===== src/b64d_pkg.sv =====
// Shared types and constants for the strict base64 decoder.
// Used by b64d_front, b64d_queue, b64d_back and base64_strict_decoder.
`timescale 1ns / 1ps
`default_nettype none

package b64d_pkg;

  typedef enum logic [1:0] {
    KIND_DATA      = 2'd0,
    KIND_END_OK    = 2'd1,
    KIND_END_ERROR = 2'd2
  } kind_t;

  localparam logic [7:0] PAD_CHAR   = 8'h3D;
  localparam logic [5:0] LOWER_BASE = 6'd26;
  localparam logic [5:0] DIGIT_BASE = 6'd52;
  localparam logic [5:0] PLUS_CODE  = 6'd62;
  localparam logic [5:0] SLASH_CODE = 6'd63;

  localparam int unsigned QUEUE_DEPTH = 4;
  localparam int unsigned QPTR_W      = 2;
  localparam int unsigned QCNT_W      = 3;

  typedef struct packed {
    logic             valid;
    logic [5:0]       value;
  } sextet_t;

  // One queue entry: the results caused by one character.
  typedef struct packed {
    logic [1:0]       nbytes;
    logic [2:0][7:0]  bytes;
    logic [2:0][15:0] totals;
    logic             has_end;
    kind_t            end_kind;
    logic [15:0]      end_total;
  } entry_t;

  function automatic sextet_t decode_char(input logic [7:0] ch);
    sextet_t s;
    s.valid = 1'b1;
    s.value = '0;
    if (ch >= 8'h41 && ch <= 8'h5A) begin
      s.value = 6'(ch - 8'h41);
    end else if (ch >= 8'h61 && ch <= 8'h7A) begin
      s.value = 6'(ch - 8'h61) + LOWER_BASE;
    end else if (ch >= 8'h30 && ch <= 8'h39) begin
      s.value = 6'(ch - 8'h30) + DIGIT_BASE;
    end else if (ch == 8'h2B) begin
      s.value = PLUS_CODE;
    end else if (ch == 8'h2F) begin
      s.value = SLASH_CODE;
    end else begin
      s.valid = 1'b0;
    end
    return s;
  endfunction

endpackage

`default_nettype wire


===== src/b64d_front.sv =====
// Front end: classifies each character, tracks group state and counts bytes.
// Builds one b64d_pkg::entry_t per character that causes results.
`timescale 1ns / 1ps
`default_nettype none

module b64d_front #(
  parameter int unsigned COUNT_WIDTH = 16
) (
  input  wire logic            clk,
  input  wire logic            rst,
  input  wire logic            in_valid,
  input  wire logic [7:0]      char_in,
  input  wire logic            is_final,
  input  wire logic            full,
  output logic                 push,
  output b64d_pkg::entry_t     entry
);
  import b64d_pkg::*;

  logic [1:0]             group_position, group_position_next;
  logic [17:0]            held_sextets, held_sextets_next;
  logic                   third_was_pad, third_was_pad_next;
  logic                   error_seen, error_seen_next;
  logic                   padded_group_done, padded_group_done_next;
  logic [COUNT_WIDTH-1:0] byte_counter;
  logic [COUNT_WIDTH-1:0] c1, c2, c3;
  logic [23:0]            w;
  logic [1:0]             nbytes;
  sextet_t                sx;
  logic                   pad;
  logic                   accept;

  function automatic logic [COUNT_WIDTH-1:0] sat_inc(input logic [COUNT_WIDTH-1:0] c);
    return (c == '1) ? c : c + 1'b1;
  endfunction

  function automatic logic [15:0] shown(input logic [COUNT_WIDTH-1:0] c);
    return (33'(c) > 33'd65535) ? 16'hFFFF : 16'(c);
  endfunction

  assign accept = in_valid && !full;
  assign sx     = decode_char(char_in);
  assign pad    = (char_in == PAD_CHAR);

  always_comb begin
    group_position_next    = group_position;
    held_sextets_next      = held_sextets;
    third_was_pad_next     = third_was_pad;
    error_seen_next        = error_seen;
    padded_group_done_next = padded_group_done;
    nbytes                 = 2'd0;
    w                      = {held_sextets, 6'b0};
    if (!error_seen) begin
      if (padded_group_done) begin
        error_seen_next = 1'b1;
      end else begin
        case (group_position)
          2'd0: begin
            if (!sx.valid) begin
              error_seen_next = 1'b1;
            end else begin
              held_sextets_next   = {sx.value, held_sextets[11:0]};
              group_position_next = 2'd1;
            end
          end
          2'd1: begin
            if (!sx.valid) begin
              error_seen_next = 1'b1;
            end else begin
              held_sextets_next   = {held_sextets[17:12], sx.value, held_sextets[5:0]};
              group_position_next = 2'd2;
            end
          end
          2'd2: begin
            if (pad) begin
              third_was_pad_next  = 1'b1;
              group_position_next = 2'd3;
            end else if (!sx.valid) begin
              error_seen_next = 1'b1;
            end else begin
              held_sextets_next   = {held_sextets[17:6], sx.value};
              group_position_next = 2'd3;
            end
          end
          default: begin
            if (third_was_pad) begin
              if (!pad) begin
                error_seen_next = 1'b1;
              end else begin
                nbytes                 = 2'd1;
                padded_group_done_next = 1'b1;
              end
            end else if (pad) begin
              nbytes                 = 2'd2;
              padded_group_done_next = 1'b1;
            end else if (!sx.valid) begin
              error_seen_next = 1'b1;
            end else begin
              w      = {held_sextets, sx.value};
              nbytes = 2'd3;
            end
            if (!error_seen_next) begin
              group_position_next = 2'd0;
              held_sextets_next   = '0;
              third_was_pad_next  = 1'b0;
            end
          end
        endcase
      end
    end
  end

  assign c1 = (nbytes >= 2'd1) ? sat_inc(byte_counter) : byte_counter;
  assign c2 = (nbytes >= 2'd2) ? sat_inc(c1) : c1;
  assign c3 = (nbytes == 2'd3) ? sat_inc(c2) : c2;

  always_comb begin
    entry.nbytes    = nbytes;
    entry.bytes[0]  = w[23:16];
    entry.bytes[1]  = w[15:8];
    entry.bytes[2]  = w[7:0];
    entry.totals[0] = shown(c1);
    entry.totals[1] = shown(c2);
    entry.totals[2] = shown(c3);
    entry.has_end   = is_final;
    entry.end_kind  = (error_seen_next || group_position_next != 2'd0) ?
                      KIND_END_ERROR : KIND_END_OK;
    entry.end_total = shown(c3);
  end

  assign push = accept && (nbytes != 2'd0 || is_final);

  always_ff @(posedge clk) begin
    if (rst) begin
      group_position    <= '0;
      held_sextets      <= '0;
      third_was_pad     <= 1'b0;
      error_seen        <= 1'b0;
      padded_group_done <= 1'b0;
      byte_counter      <= '0;
    end else if (accept) begin
      if (is_final) begin
        group_position    <= '0;
        held_sextets      <= '0;
        third_was_pad     <= 1'b0;
        error_seen        <= 1'b0;
        padded_group_done <= 1'b0;
        byte_counter      <= '0;
      end else begin
        group_position    <= group_position_next;
        held_sextets      <= held_sextets_next;
        third_was_pad     <= third_was_pad_next;
        error_seen        <= error_seen_next;
        padded_group_done <= padded_group_done_next;
        byte_counter      <= c3;
      end
    end
  end

endmodule

`default_nettype wire


===== src/b64d_queue.sv =====
// Short queue of result entries between front and back end.
// Depends on b64d_pkg for the entry type and depth.
`timescale 1ns / 1ps
`default_nettype none

module b64d_queue (
  input  wire logic              clk,
  input  wire logic              rst,
  input  wire logic              push,
  input  wire b64d_pkg::entry_t  push_entry,
  input  wire logic              pop,
  output logic                   full,
  output logic                   empty,
  output b64d_pkg::entry_t       head
);
  import b64d_pkg::*;

  entry_t            slots [QUEUE_DEPTH];
  logic [QPTR_W-1:0] wr_ptr;
  logic [QPTR_W-1:0] rd_ptr;
  logic [QCNT_W-1:0] count;

  assign full  = (count == QCNT_W'(QUEUE_DEPTH));
  assign empty = (count == '0);
  assign head  = slots[rd_ptr];

  always_ff @(posedge clk) begin
    if (push) begin
      slots[wr_ptr] <= push_entry;
    end
  end

  always_ff @(posedge clk) begin
    if (rst) begin
      wr_ptr <= '0;
      rd_ptr <= '0;
      count  <= '0;
    end else begin
      if (push) begin
        wr_ptr <= wr_ptr + 1'b1;
      end
      if (pop) begin
        rd_ptr <= rd_ptr + 1'b1;
      end
      case ({push, pop})
        2'b10:   count <= count + 1'b1;
        2'b01:   count <= count - 1'b1;
        default: count <= count;
      endcase
    end
  end

endmodule

`default_nettype wire


===== src/b64d_back.sv =====
// Back end: walks the head entry one result per cycle, unless the output is stalled, into an output register.
// Depends on b64d_pkg for the entry and kind types.
`timescale 1ns / 1ps
`default_nettype none

module b64d_back (
  input  wire logic              clk,
  input  wire logic              rst,
  input  wire logic              empty,
  input  wire b64d_pkg::entry_t  head,
  output logic                   pop,
  input  wire logic              out_stall,
  output logic                   out_valid,
  output logic [1:0]             kind,
  output logic [7:0]             data_byte,
  output logic [15:0]            byte_total,
  output logic                   run_end
);
  import b64d_pkg::*;

  logic [1:0] idx;
  logic [2:0] rcount;
  logic       last;
  logic       load;
  logic       is_data;

  assign rcount  = {1'b0, head.nbytes} + {2'b0, head.has_end};
  assign last    = ({1'b0, idx} + 3'd1 == rcount);
  assign is_data = (idx < head.nbytes);
  assign load    = !empty && (!out_valid || !out_stall);
  assign pop     = load && last;

  always_ff @(posedge clk) begin
    if (rst) begin
      out_valid <= 1'b0;
      idx       <= '0;
    end else begin
      if (load) begin
        out_valid <= 1'b1;
        idx       <= last ? 2'd0 : idx + 1'b1;
      end else if (!out_stall) begin
        out_valid <= 1'b0;
      end
    end
  end

  always_ff @(posedge clk) begin
    if (load) begin
      run_end <= last;
      if (is_data) begin
        kind       <= KIND_DATA;
        data_byte  <= head.bytes[idx];
        byte_total <= head.totals[idx];
      end else begin
        kind       <= head.end_kind;
        data_byte  <= 8'd0;
        byte_total <= head.end_total;
      end
    end
  end

endmodule

`default_nettype wire


===== src/base64_strict_decoder.sv =====
// Top level of the strict base64 decoder: front end, entry queue, back end.
// Depends on b64d_pkg, b64d_front, b64d_queue and b64d_back.
// Accepts one character per cycle while the four-entry queue has room or an
// entry leaves it in the same cycle. The front end is combinational: a
// character's results are written into the queue as one entry at the edge
// that accepts it, and the back end later moves them from the queue head
// into its output register. Results then leave one per cycle while the
// output is not stalled, so a full group of four characters yields three
// data bytes and the final character adds one end-status result. Input
// stalls only when the queue is full and no entry leaves in that cycle: the
// back end is still walking the head entry's results or the output stalls.
`timescale 1ns / 1ps
`default_nettype none

module base64_strict_decoder #(
  parameter int unsigned COUNT_WIDTH = 16
) (
  input  wire logic        clk,
  input  wire logic        rst,
  input  wire logic        in_valid,
  output logic             in_stall,
  input  wire logic [7:0]  char_in,
  input  wire logic        is_final,
  output logic             out_valid,
  input  wire logic        out_stall,
  output logic [1:0]       kind,
  output logic [7:0]       data_byte,
  output logic [15:0]      byte_total,
  output logic             run_end
);
  import b64d_pkg::*;

  entry_t push_entry;
  entry_t head;
  logic   push;
  logic   pop;
  logic   full;
  logic   empty;

  assign in_stall = full && !pop;

  b64d_front #(
    .COUNT_WIDTH(COUNT_WIDTH)
  ) u_front (
    .clk      (clk),
    .rst      (rst),
    .in_valid (in_valid),
    .char_in  (char_in),
    .is_final (is_final),
    .full     (in_stall),
    .push     (push),
    .entry    (push_entry)
  );

  b64d_queue u_queue (
    .clk        (clk),
    .rst        (rst),
    .push       (push),
    .push_entry (push_entry),
    .pop        (pop),
    .full       (full),
    .empty      (empty),
    .head       (head)
  );

  b64d_back u_back (
    .clk        (clk),
    .rst        (rst),
    .empty      (empty),
    .head       (head),
    .pop        (pop),
    .out_stall  (out_stall),
    .out_valid  (out_valid),
    .kind       (kind),
    .data_byte  (data_byte),
    .byte_total (byte_total),
    .run_end    (run_end)
  );

  a_end_is_last: assert property (@(posedge clk) disable iff (rst)
    out_valid && kind != KIND_DATA |-> run_end)
    else $error("end status not marked as last result");

  a_end_no_data: assert property (@(posedge clk) disable iff (rst)
    out_valid && kind != KIND_DATA |-> data_byte == 8'd0)
    else $error("end status carries a data byte");

  a_no_overflow: assert property (@(posedge clk) disable iff (rst)
    full && !pop |-> !push)
    else $error("entry pushed into a full queue");

  a_no_underflow: assert property (@(posedge clk) disable iff (rst)
    empty |-> !pop)
    else $error("entry popped from an empty queue");

endmodule

`default_nettype wire

===== config.mk =====
export PLATFORM = sky130hd
export DESIGN_NAME = base64_strict_decoder
export DESIGN_NICKNAME = d
export VERILOG_FILES = /design/src/b64d_pkg.sv /design/src/b64d_front.sv /design/src/b64d_queue.sv /design/src/b64d_back.sv /design/src/base64_strict_decoder.sv
export SDC_FILE = /design/constraint.sdc
export NUM_CORES = 1
export LEC_CHECK = 0
export BUFFER_PORTS_ARGS = -buffer_cell sky130_fd_sc_hd__buf_4
export CAP_MARGIN = 10
export CORE_MARGIN = 3
export CORE_UTILIZATION = 48
export DETAILED_ROUTE_END_ITERATION = 16
export PLACE_DENSITY = 0.72
export SKIP_LAST_GASP = 1
export SLEW_MARGIN = 20
export SYNTH_ARGS = -nofsm -noshare
export SYNTH_HDL_FRONTEND = slang
export SYNTH_SLANG_ARGS = --single-unit

===== constraint.sdc =====
create_clock -name clk -period 16.85 [get_ports clk]
set_input_delay 1.685 -clock clk [delete_from_list [all_inputs] [get_ports clk]]
set_output_delay 1.685 -clock clk [all_outputs]
set_load 0.05 [all_outputs]

Word level (Yosys, flattened, before mapping)
Memory sizes are Yosys's and may differ from the RTL's. A register that Yosys moved wholly into a read port is not among the register bits.
Cells that the tools add are included.
{"block": "totals", "mem_bits_ro": 0, "elab_cells": 183, "regBits": 76, "latch_bits": 0, "ram_bits": 372, "mem_count": 1, "inputBits": 13, "output_inout_bits": 29}
{"block": "op_classes", "n_mux": 84, "multipliers": 0, "bitwise_logic": 0, "order_cmp": 10, "div": 0, "n_reduce_logical": 28, "n_shift": 0, "n_eq_ne": 28, "add_sub_neg": 15}
{"name": "u_queue.slots", "words": 4, "word_bits": 93, "rd": 1, "rd_ports_with_merged_regs": 1, "write_ports": 1, "line": "b64d_queue.sv:18", "text": "entry_t slots [QUEUE_DEPTH];"}
{"op": "$mux W16", "count": 9}
{"op": "$mux W18", "count": 6}
{"op": "$mux W6", "count": 12}
{"op": "$pmux W18 S3", "count": 1}
{"op": "$add A16 B1 Y16 const B", "count": 3}
{"op": "$eq A16 B16 Y1 const B", "count": 3}
{"op": "$mux W2", "count": 18}
{"op": "$bmux W16 S2", "count": 1}
{"op": "$mux W1", "count": 30}
{"op": "$eq A8 B6 Y1 const B", "count": 3}
{"op": "$bmux W8 S2", "count": 1}
{"op": "$ge A8 B7 Y1 const B", "count": 2}
{"op": "$le A8 B7 Y1 const B", "count": 2}
{"op": "$reduce_and A7 Y1", "count": 2}
{"op": "$mux W12", "count": 1}
{"op": "$ne A3 B2 Y1 const B", "count": 4}
{"op": "$ne A3 B3 Y1 const B", "count": 4}
{"op": "$sub A6 B6 Y6 const B", "count": 2}
{"op": "$ne A2 B2 Y1 const B", "count": 5}
{"op": "$ge A8 B6 Y1 const B", "count": 1}
{"op": "$le A8 B6 Y1 const B", "count": 1}
{"op": "$logic_and A1 B1 Y1", "count": 8}
{"op": "$mux W8", "count": 1}
{"op": "$reduce_and A8 Y1", "count": 1}
{"op": "29 further kinds", "count": 44}

Depth between registers and ports, before layout
Gate-level depths: netlist of the first run.
{"block": "logic_depth", "depth_word": 21, "depth_mapped": 23, "mapped_depth_nobuf": 21}

By module
From an unflattened synthesis of the first run, not the netlist that was laid out.
{"block": "unflattened", "cells_unflattened": 1241, "area_unflattened_um2": 19732.7}
{"module": "b64d_queue", "instances": 1, "seq_area_each_um2": 11350.9, "area_per_inst_um2": 13852.0, "cells_each": 532}
{"module": "b64d_front", "instances": 1, "seq_area_each_um2": 780.7, "area_per_inst_um2": 4062.6, "cells_each": 562}
{"module": "b64d_back", "instances": 1, "seq_area_each_um2": 870.8, "area_per_inst_um2": 1804.2, "cells_each": 146}
{"module": "base64_strict_decoder", "instances": 1, "seq_area_each_um2": 0.0, "area_per_inst_um2": 13.8, "cells_each": 1}

Worst setup path after synthesis of the first run
Ideal clock, no wire load.
{"block": "synth_path", "kind": "input -> register", "from": "input port char_in[2]", "to": "register u_front.byte_counter[12]", "n_path_buf": 2, "stages": 23, "slack_ns": 10.229, "setup_time_ns": 0.117, "t_required_ns": 16.733, "arrival_ns": 6.505, "cell_sequence": "inv_1 -> ha_1 -> a21oi_1 -> a41oi_1 -> a221o_1 -> buf_2 -> a21boi_2 -> xnor2_1 -> inv_1 -> ha_1 -> and3_1 -> o2111ai_1 -> o21a_1 -> nor4b_4 -> a31oi_1 -> xnor2_1 -> ha_1 -> inv_1 -> nor4b_4 -> buf_4 -> nand4b_1 -> mux2_2 -> a22o_1"}
{"item": "from (decl)", "line": "base64_strict_decoder.sv:22", "text": "input wire logic [7:0] char_in,"}
{"item": "to (signal assigned)", "line": "b64d_front.sv:140", "text": "byte_counter <= '0;"}
{"item": "to (signal assigned)", "line": "b64d_front.sv:148", "text": "byte_counter <= '0;"}
{"item": "to (signal assigned)", "line": "b64d_front.sv:155", "text": "byte_counter <= c3;"}
{"item": "to (decl)", "line": "b64d_front.sv:25", "text": "logic [COUNT_WIDTH-1:0] byte_counter;"}

==> results by group, run 1 <==
Clocking
  – Resized cells post-CTS: 0
  – Hold Buf Count CTS: 0
  – Maximum buffer depth of the clock tree: 3
  – CTS tree: done
  – Inserted Clock Buffers: 37
  – Worst-path clk slew: 0.06 ns
  – Root buffer cell: clkbuf_16
  – Sink Count: between 300 and 400
  – Skew-Pair Late Insertion Delay: roughly 0.54 ns
  – Setup Buffers After CTS: 0
  – H-tree levels: 2

Die
  – Core ar.: roughly 35000 µm²
  – # rows: 68
  – Die extent in x: 196 µm
  – Die area: 38500 µm²
  – Initial Util: roughly 49%
  – Boundary Pins: 42
  – Die Ht: 196 µm

Synth
  – Synth Instances: 1173
  – Post-synthesis compound-gate area fraction: a little under 9%
  – XOR/XNOR Fraction of Synth Area: between 2 and 2.5%
  – Share of the yosys chip area belonging to registers: 63.9%
  – Post-synthesis adder-cell area fraction: 1.63%
  – Post-synthesis mux area share: 12.1%
  – Largest family of logic cells by synthesized area: multiplexers
  – Syn nets: 1208
  – #FFs+latches synth: 386
  – Warning count from the yosys run: 0
  – Most common cell in the netlist: edfxtp_1
  – Ys flop type: edfxtp_1
  – Area leader, netlist: edfxtp_1
  – Mean Syn Cell Area: about 15 µm²
  – Post-Synthesis Cell Area: 17300 µm²
  – Yosys top cell area share: 58.0%
  – Yosys cell types: 89
  – Post-synthesis simple-gate area fraction: 8.62%
  – Post-synth EDFFs: 335
  – Top post-synthesis cells by area: edfxtp_1, mux4_2, dfxtp_1
  – Async SR Flop Fraction: 0%
  – Post-synth top cells: edfxtp_1, mux4_2, nand2_1

Setup path
  – Worst setup EP type: register
  – Slowest stage delay, CP: 0.62 ns
  – Sequence of cells on the critical path: buf_4 > inv_1 > ha_1 > a21oi_1 > a41oi_1 > a221o_1 > a21boi_2 > xnor2_1 > inv_1 > ha_1 > and3_1 > o2111ai_1 > o21a_1 > nor4b_4 > a31oi_1 > xnor2_1 > ha_1 > inv_1 > nor4b_4 > a31oi_1 > mux2_2 > a22o_1
  – Crit path from: char_in[2]
  – Crit path DAT: 7.98 ns
  – Setup CP Type: in -> reg
  – Worst Path Max Fanout: 11
  – Startpoint Class: primary input
  – Slowest library cell on the worst path: nor4b_4
  – CP Data Required Time: 17.27 ns
  – RR Startpoint: u_front.byte_counter[0]$_SDFFE_PP0P_

Drt
  – Routed vias: 10309
  – Vias per cell: 6.09
  – # DRC: 0
  – Iteration-0 DRC Markers: ~1100
  – WL final: 38800 µm
  – First-pass DRT Iterations: 5
  – WL/cell: about 23 µm
  – Antenna Nets Post-Route: 0

Power and ir drop
  – Pint: roughly 1.8 mW
  – Comb power frac: 21.6%
  – Flop pwr share: 45.9%
  – Power Dens Cells: 130 nW/µm²
  – Leakage: roughly 6.6 nW
  – NetSw: roughly 0.73 mW
  – Net Sw Frac: 29.0%
  – Max VDD drop: 0.0786 mV
  – Clk pwr share: 32.5%

Hold path
  – Hold Path Origin: u_back.out_valid$_SDFFE_PP0P_
  – Hold Path Class: reg -> reg

Timing
  – RSZ-0062 raised after global routing: false
  – Slew Limit Fails: 0
  – Final setup vio count: 0
  – Fmax: around 130 MHz
  – Fin crit period: 7.55 ns
  – Worst-Margin Slew: 1.07 ns
  – Total negative slack: 0 ns
  – Slew HR: 28.7%
  – Final hold vios: 0
  – Crit share post-route: between 40% and 50%
  – Setup Skew: 0.0175 ns

Cells and area
  – Fin util: a little under three fifths
  – Area Growth Syn to Fin: 11.4%
  – Final Net Count: 1244
  – Layout cells sized above 1: about a fifth
  – ANT cells: 0

Global route
  – Largest net degree at the start of global routing: 60
  – First-pass GRT wire length: slightly above 60000 µm
  – Initial antenna violation count: 0
  – Grt ovf: 0
  – Vias in the first global route: slightly above 10000
  – All-layer global routing usage: 20.3%

Placed design
  – Gpl congestion: 0.911
  – I/O Buffers: 41
  – Post-DP HPWL: 24900 µm

Flow run
  – Max_cap viols: 0

Status
  – Status: completed
## placed cells by master (no fill, tap or decap), types with 5 or more instances in the layout
cell type and count:
a211oi_1 6, nor3b_1 6, nand2b_1 7, and2_1 19
nand3_1 23, nand4_1 13, a21o_1 5, mux4_2 77
edfxtp_1 335, clkbuf_1 7, o31ai_1 5, mux2_2 7
nor3_1 27, xor2_1 19, a22o_1 14, o21ai_0 21
a21oi_1 52, nand2_1 67, xnor2_1 25, buf_4 57
o22ai_1 25, clkbuf_16 39, ha_1 21, or3_1 10
dfxtp_1 48, inv_1 58, nor2_1 63, clkinv_2 10
and3_1 7, a31oi_1 12, mux2i_1 28, o211ai_1 5
## registers in the layout, indices dropped and copies added (netlist names), 2 cells and up, named ones only
signal and flops:
u_back.byte_total 16, u_back.data_byte 8, u_back.idx 2, u_back.kind 2
u_front.byte_counter 16, u_front.group_position 2, u_front.held_sextets 18, u_queue.count 3
u_queue.rd_ptr 2, u_queue.slots 308, u_queue.wr_ptr 2
## power groups by stage
stage / registers, mW / logic (mW) / clock network [mW]
floorplan: 1.28 / 0.287 / 0
global placement: 1.18 / 0.543 / 0
detailed placement: 1.18 / 0.549 / 0
CTS: 1.16 / 0.551 / 0.835
global route: 1.17 / 0.581 / 0.877
finish: 1.16 / 0.542 / 0.817
## per-stage QoR
stage	hold WS [ns]	instances	setup slack, ns	power (mW)	instance area [µm²]
after floorplan	0.459	1173	10.23	1.57	17300
after global placement	0.459	1623	8.98	1.72	18100
after detailed placement	0.471	1623	8.86	1.73	18100
after CTS	0.480	1691	9.43	2.54	19300
after global routing	0.520	1693	8.79	2.62	19300
final	0.480	1693	9.30	2.51	19300
## critical path: cells and delay by family
family | cells | cell delay, ns
multiplexers | 1 | 0.38
AND/OR/NAND/NOR | 3 | 1.25
XOR/XNOR | 2 | 0.71
AO/OA/AOI/OAI | 9 | 2.41
adder cells (fa/ha/maj) | 3 | 1.01
buffers and inverters | 4 | 0.52
## worst paths after layout
path              cells after the start  slack (ns)                                   end
setup / recovery                     22        9.30  u_front.byte_counter[1]$_SDFFE_PP0P_
hold / removal                        2        0.48         u_back.out_valid$_SDFFE_PP0P_
setup reg to reg                     20       10.07  u_front.byte_counter[1]$_SDFFE_PP0P_
hold reg to reg                       2        0.48         u_back.out_valid$_SDFFE_PP0P_
## kinds of logic after synthesis
logic type | Yosys count
flip-flops | 386
AND/OR/NAND/NOR | 279
AO/OA/AOI/OAI | 208
buffers and inverters | 121
multiplexers | 112
XOR/XNOR | 45
adder cells (fa/ha/maj) | 22
## metal layers
layer	share of wire (%)	wire length [µm]	up-vias	track usage, %
li1	-	-	4646	-
met1	44	17200	5265	30.0
met2	47	18200	349	31.4
met3	6.7	2600	49	3.76
met4	2.1	797	0	5.68
met5	0	0	-	0
## cell type report
cell class	instances	area, µm²
Fill cell	2764	15700
Sequential cell	386	11100
Multi-Input combinational cell	666	5800
Clock buffer	47	1020
Tap cell	455	569
Timing Repair Buffer	59	440
Inverter	59	223
Clock inverter	21	194
(Power assumes the default switching activity.)
==> inputs of run 2 (changes only) <==
Settings changed: ABC_AREA set to 1.
Clock period 16.85 ns to 7.8 ns, I/O delays scaled along.
==> results by group, run 2 <==
Synth
  – Syn nets: 1786 (was 1208)
  – Ys flop type: edfxtp_1 (unchanged)
  – Yosys cell types: 51 (was 89)
  – Yosys top cell area share: 55.6% (was 58.0%)
  – Post-synth EDFFs: 335 (unchanged)
  – Share of the yosys chip area belonging to registers: 61.2% (was 63.9%)
  – Async SR Flop Fraction: 0% (unchanged)
  – Synth Instances: 1751 (was 1173)
  – Warning count from the yosys run: 0 (unchanged)
  – Most common cell in the netlist: edfxtp_1 (unchanged)
  – #FFs+latches synth: 386 (unchanged)
  – Mean Syn Cell Area: 10.3 µm² (was 14.8 µm²)
  – Post-synth top cells: edfxtp_1, nor2_1, nand2_1 (was edfxtp_1, mux4_2, nand2_1)
  – Top post-synthesis cells by area: edfxtp_1, o21ai_0, dfxtp_1 (was edfxtp_1, mux4_2, dfxtp_1)
  – Area leader, netlist: edfxtp_1 (unchanged)
  – Post-Synthesis Cell Area: 18100 µm² (was 17300 µm²)

Cells and area
  – Most common cell after layout, fill and taps aside: edfxtp_1 (unchanged)
  – Largest regs: u_queue.slots x308, u_front.held_sextets x18 (unchanged)
  – Final Non-Filler Cells: 2294 (was 1693)
  – Fillers: 3110 (was 2764)
  – Most flops, register: u_queue.slots (unchanged)
  – Final Net Count: 1796 (was 1244)
  – Leading cell types in the layout, fill and taps excluded: edfxtp_1, nand2_1, nor2_1 (was edfxtp_1, mux4_2, nand2_1)
  – Multi-input gate area: 6170 µm² (was 5800 µm²)
  – Largest register FFs: 308 (unchanged)
  – Reg area: 11100 µm² (about the same)
  – ANT cells: 0 (unchanged)
  – Fin util: 54.8% (was 55.1%)
  – Area Growth Syn to Fin: 11.5% (was 11.4%)
  – Layout cells sized above 1: 13.9% (was 19.7%)
  – Cell area after layout: 20200 µm² (was 19300 µm²)

Global route
  – Grt ovf: 0 (unchanged)
  – Initial antenna violation count: 1 (was 0)
  – Largest net degree at the start of global routing: 87 (was 60)
  – All-layer global routing usage: 22.3% (was 20.3%)
  – Vias in the first global route: 12652 (was 10285)
  – First-pass GRT wire length: 71300 µm (was 60600 µm)

Timing
  – Fin crit period: 5.84 ns
  – Setup Skew: 0.0252 ns (was 0.0175 ns)
  – Crit share post-route: 74.8%
  – Final hold vios: 0 (unchanged)
  – RSZ-0062 raised after global routing: false (unchanged)
  – Slew Limit Fails: 0 (unchanged)
  – Slew HR: 30.0% (was 28.7%)
  – Fmax: between 150 and 200 MHz
  – Final WS setup: 1.96 ns (was 9.30 ns)
  – Final setup vio count: 0 (unchanged)
  – Worst-Margin Slew: 1.05 ns (was 1.07 ns)
  – Total negative slack: 0 ns (unchanged)

Drt
  – Routed vias: 13259 (was 10309)
  – WL final: 45300 µm (was 38800 µm)
  – Vias per cell: 5.78 (was 6.09)
  – Antenna Nets Post-Route: 0 (unchanged)
  – Iteration-0 DRC Markers: 1488 (was 1064)
  – First-pass DRT Iterations: 6 (was 5)
  – WL/cell: 19.7 µm (was 22.9 µm)
  – # DRC: 0 (unchanged)

Clocking
  – CTS tree: done (unchanged)
  – Root buffer cell: clkbuf_16 (unchanged)
  – H-tree levels: 2 (unchanged)
  – Resized cells post-CTS: 0 (unchanged)
  – Skew-Pair Late Insertion Delay: 0.53 ns (was 0.54 ns)
  – Setup Buffers After CTS: 0 (unchanged)
  – Hold Buf Count CTS: 0 (unchanged)
  – Maximum buffer depth of the clock tree: 3 (unchanged)
  – Sink Count: 386 (unchanged)
  – Worst-path clk slew: 0.06 ns (about the same)
  – Inserted Clock Buffers: 38 (was 37)

Setup path
  – R2R Path End: u_queue.slots[2][56]$_DFFE_PP_ (was u_front.byte_counter[1]$_SDFFE_PP0P_)
  – Reg2reg path depth: 14 (was 20)
  – Setup CP Type: reg -> reg (was in -> reg)
  – Worst Path Max Fanout: 72 (was 11)
  – Crit path DAT: 6.02 ns (was 7.98 ns)
  – Startpoint Class: register (was primary input)
  – CP Data Required Time: 7.99 ns (was 17.27 ns)
  – R2R setup slack: 1.96 ns (was 10.07 ns)
  – Worst setup EP type: register (unchanged)

Placed design
  – Post-DP HPWL: 28300 µm (was 24900 µm)
  – Number of placed instances, taps included: 2225 (was 1623)
  – Dpl ws: 1.96 ns (was 8.86 ns)
  – I/O Buffers: 41 (unchanged)
  – Post-Place Cell Area: 18900 µm² (was 18100 µm²)
  – Gpl congestion: 0.913 (was 0.911)

Hold path
  – Hold Path Class: in -> reg (was reg -> reg)
  – Hold Path Sink: u_front.padded_group_done$_SDFFE_PP0P_ (was u_back.out_valid$_SDFFE_PP0P_)
  – Hold Path Depth: 2 (unchanged)
  – Hold Path Origin: in_valid (was u_back.out_valid$_SDFFE_PP0P_)

Power and ir drop
  – NetSw: 1.96 mW (was 0.728 mW)
  – Pint: 3.98 mW (was 1.79 mW)
  – Comb power frac: 24.7% (was 21.6%)
  – Power Dens Cells: 294 nW/µm² (was 130 nW/µm²)
  – Flop pwr share: 42.8% (was 45.9%)
  – Net Sw Frac: 33.0% (was 29.0%)
  – Leakage: 7.55 nW (was 6.57 nW)
  – Max VDD drop: 0.163 mV (was 0.0786 mV)
  – Clk pwr share: 32.5% (about the same)

Die
  – Boundary Pins: 42 (unchanged)
  – Die area: 40100 µm² (was 38500 µm²)
  – Initial Util: 49.1% (was 49.5%)
  – Die extent in x: 200 µm (was 196 µm)
  – Die Ht: 200 µm (was 196 µm)
  – Core ar.: 36900 µm² (was 35100 µm²)
  – # rows: 70 (was 68)

Flow run
  – Max_cap viols: 0 (unchanged)

Status
  – Status: completed (unchanged)
==> run 2: cell count changes after synthesis, moves of 45 or more <==
cell and change:
inv_1 +59, o21ai_0 +202, nand2_1 +167, mux4_2 -77
nor2_1 +176, nand3_1 +58, clkbuf_1 +45
==> run 2: stage by stage <==
stage	power, mW	hold WS [ns]
floorplan	3.56	0.457
global placement	4.01	0.472
detailed placement	4.04	0.477
CTS	5.96	0.444
global route	6.19	0.456
finish	5.94	0.464
==> run 2: worst max path at each step <==
| stage | start | end | slack, ns | cells past startpoint |
|---|---|---|---|---|
| floorplan | out_stall | u_queue.slots[0][16]$_DFFE_PP_ | 0.79 | 9 |
| global placement | register | u_queue.slots[2][25]$_DFFE_PP_ | 2.08 | 14 |
| detailed placement | char_in[2] | u_queue.slots[2][65]$_DFFE_PP_ | 1.96 | 31 |
| CTS | register | u_queue.slots[2][56]$_DFFE_PP_ | 1.98 | 14 |
| global route | register | u_queue.slots[2][56]$_DFFE_PP_ | 1.45 | 14 |
| finish | register | u_queue.slots[2][56]$_DFFE_PP_ | 1.96 | 14 |
==> run 2: logic make-up after synthesis <==
family	after synthesis	share of synthesized area, %
AO/OA/AOI/OAI	403	12.8
XOR/XNOR	18	0.871
adder cells (fa/ha/maj)	22	1.56
buffers and inverters	224	4.99
flip-flops	386	61.2
AND/OR/NAND/NOR	698	18.6
==> run 2: power groups by stage <==
stage | Clock [mW] | Sequential (mW) | Combinational [mW]
global route | 2.03 | 2.56 | 1.59
finish | 1.93 | 2.54 | 1.47
floorplan | 0 | 2.81 | 0.749
global placement | 0 | 2.58 | 1.43
CTS | 1.95 | 2.54 | 1.46
detailed placement | 0 | 2.58 | 1.46
==> run 2: routing by layer <==
layer  GRT usage, %  wire [µm]
met2           34.5      20300
met3           4.44       4130
met4           7.28       1330
met5              0          0
met1           31.7      19500
==> run 2: layout make-up <==
type	count	area share (%)
Multi-Input combinational cell	1141	30.6
Sequential cell	386	54.9
Timing Repair Buffer	58	2.28
Clock inverter	26	1.51
Tap cell	504	3.12
Inverter	136	2.55
Clock buffer	43	5.06
==> run 2: worst max-delay path: stages (launching register included) <==
cell     delay (ns)
dfxtp_4        0.82
inv_4          0.46
o21ai_0        0.28
o22ai_1        0.12
ha_1           0.22
ha_1           0.28
xor2_1         0.16
nor2_1         0.19
nand2_1        0.15
nand3_1        0.17
nand2_1        0.59
a21oi_1        0.46
inv_1          0.28
nor2_4         0.84
buf_12         0.38
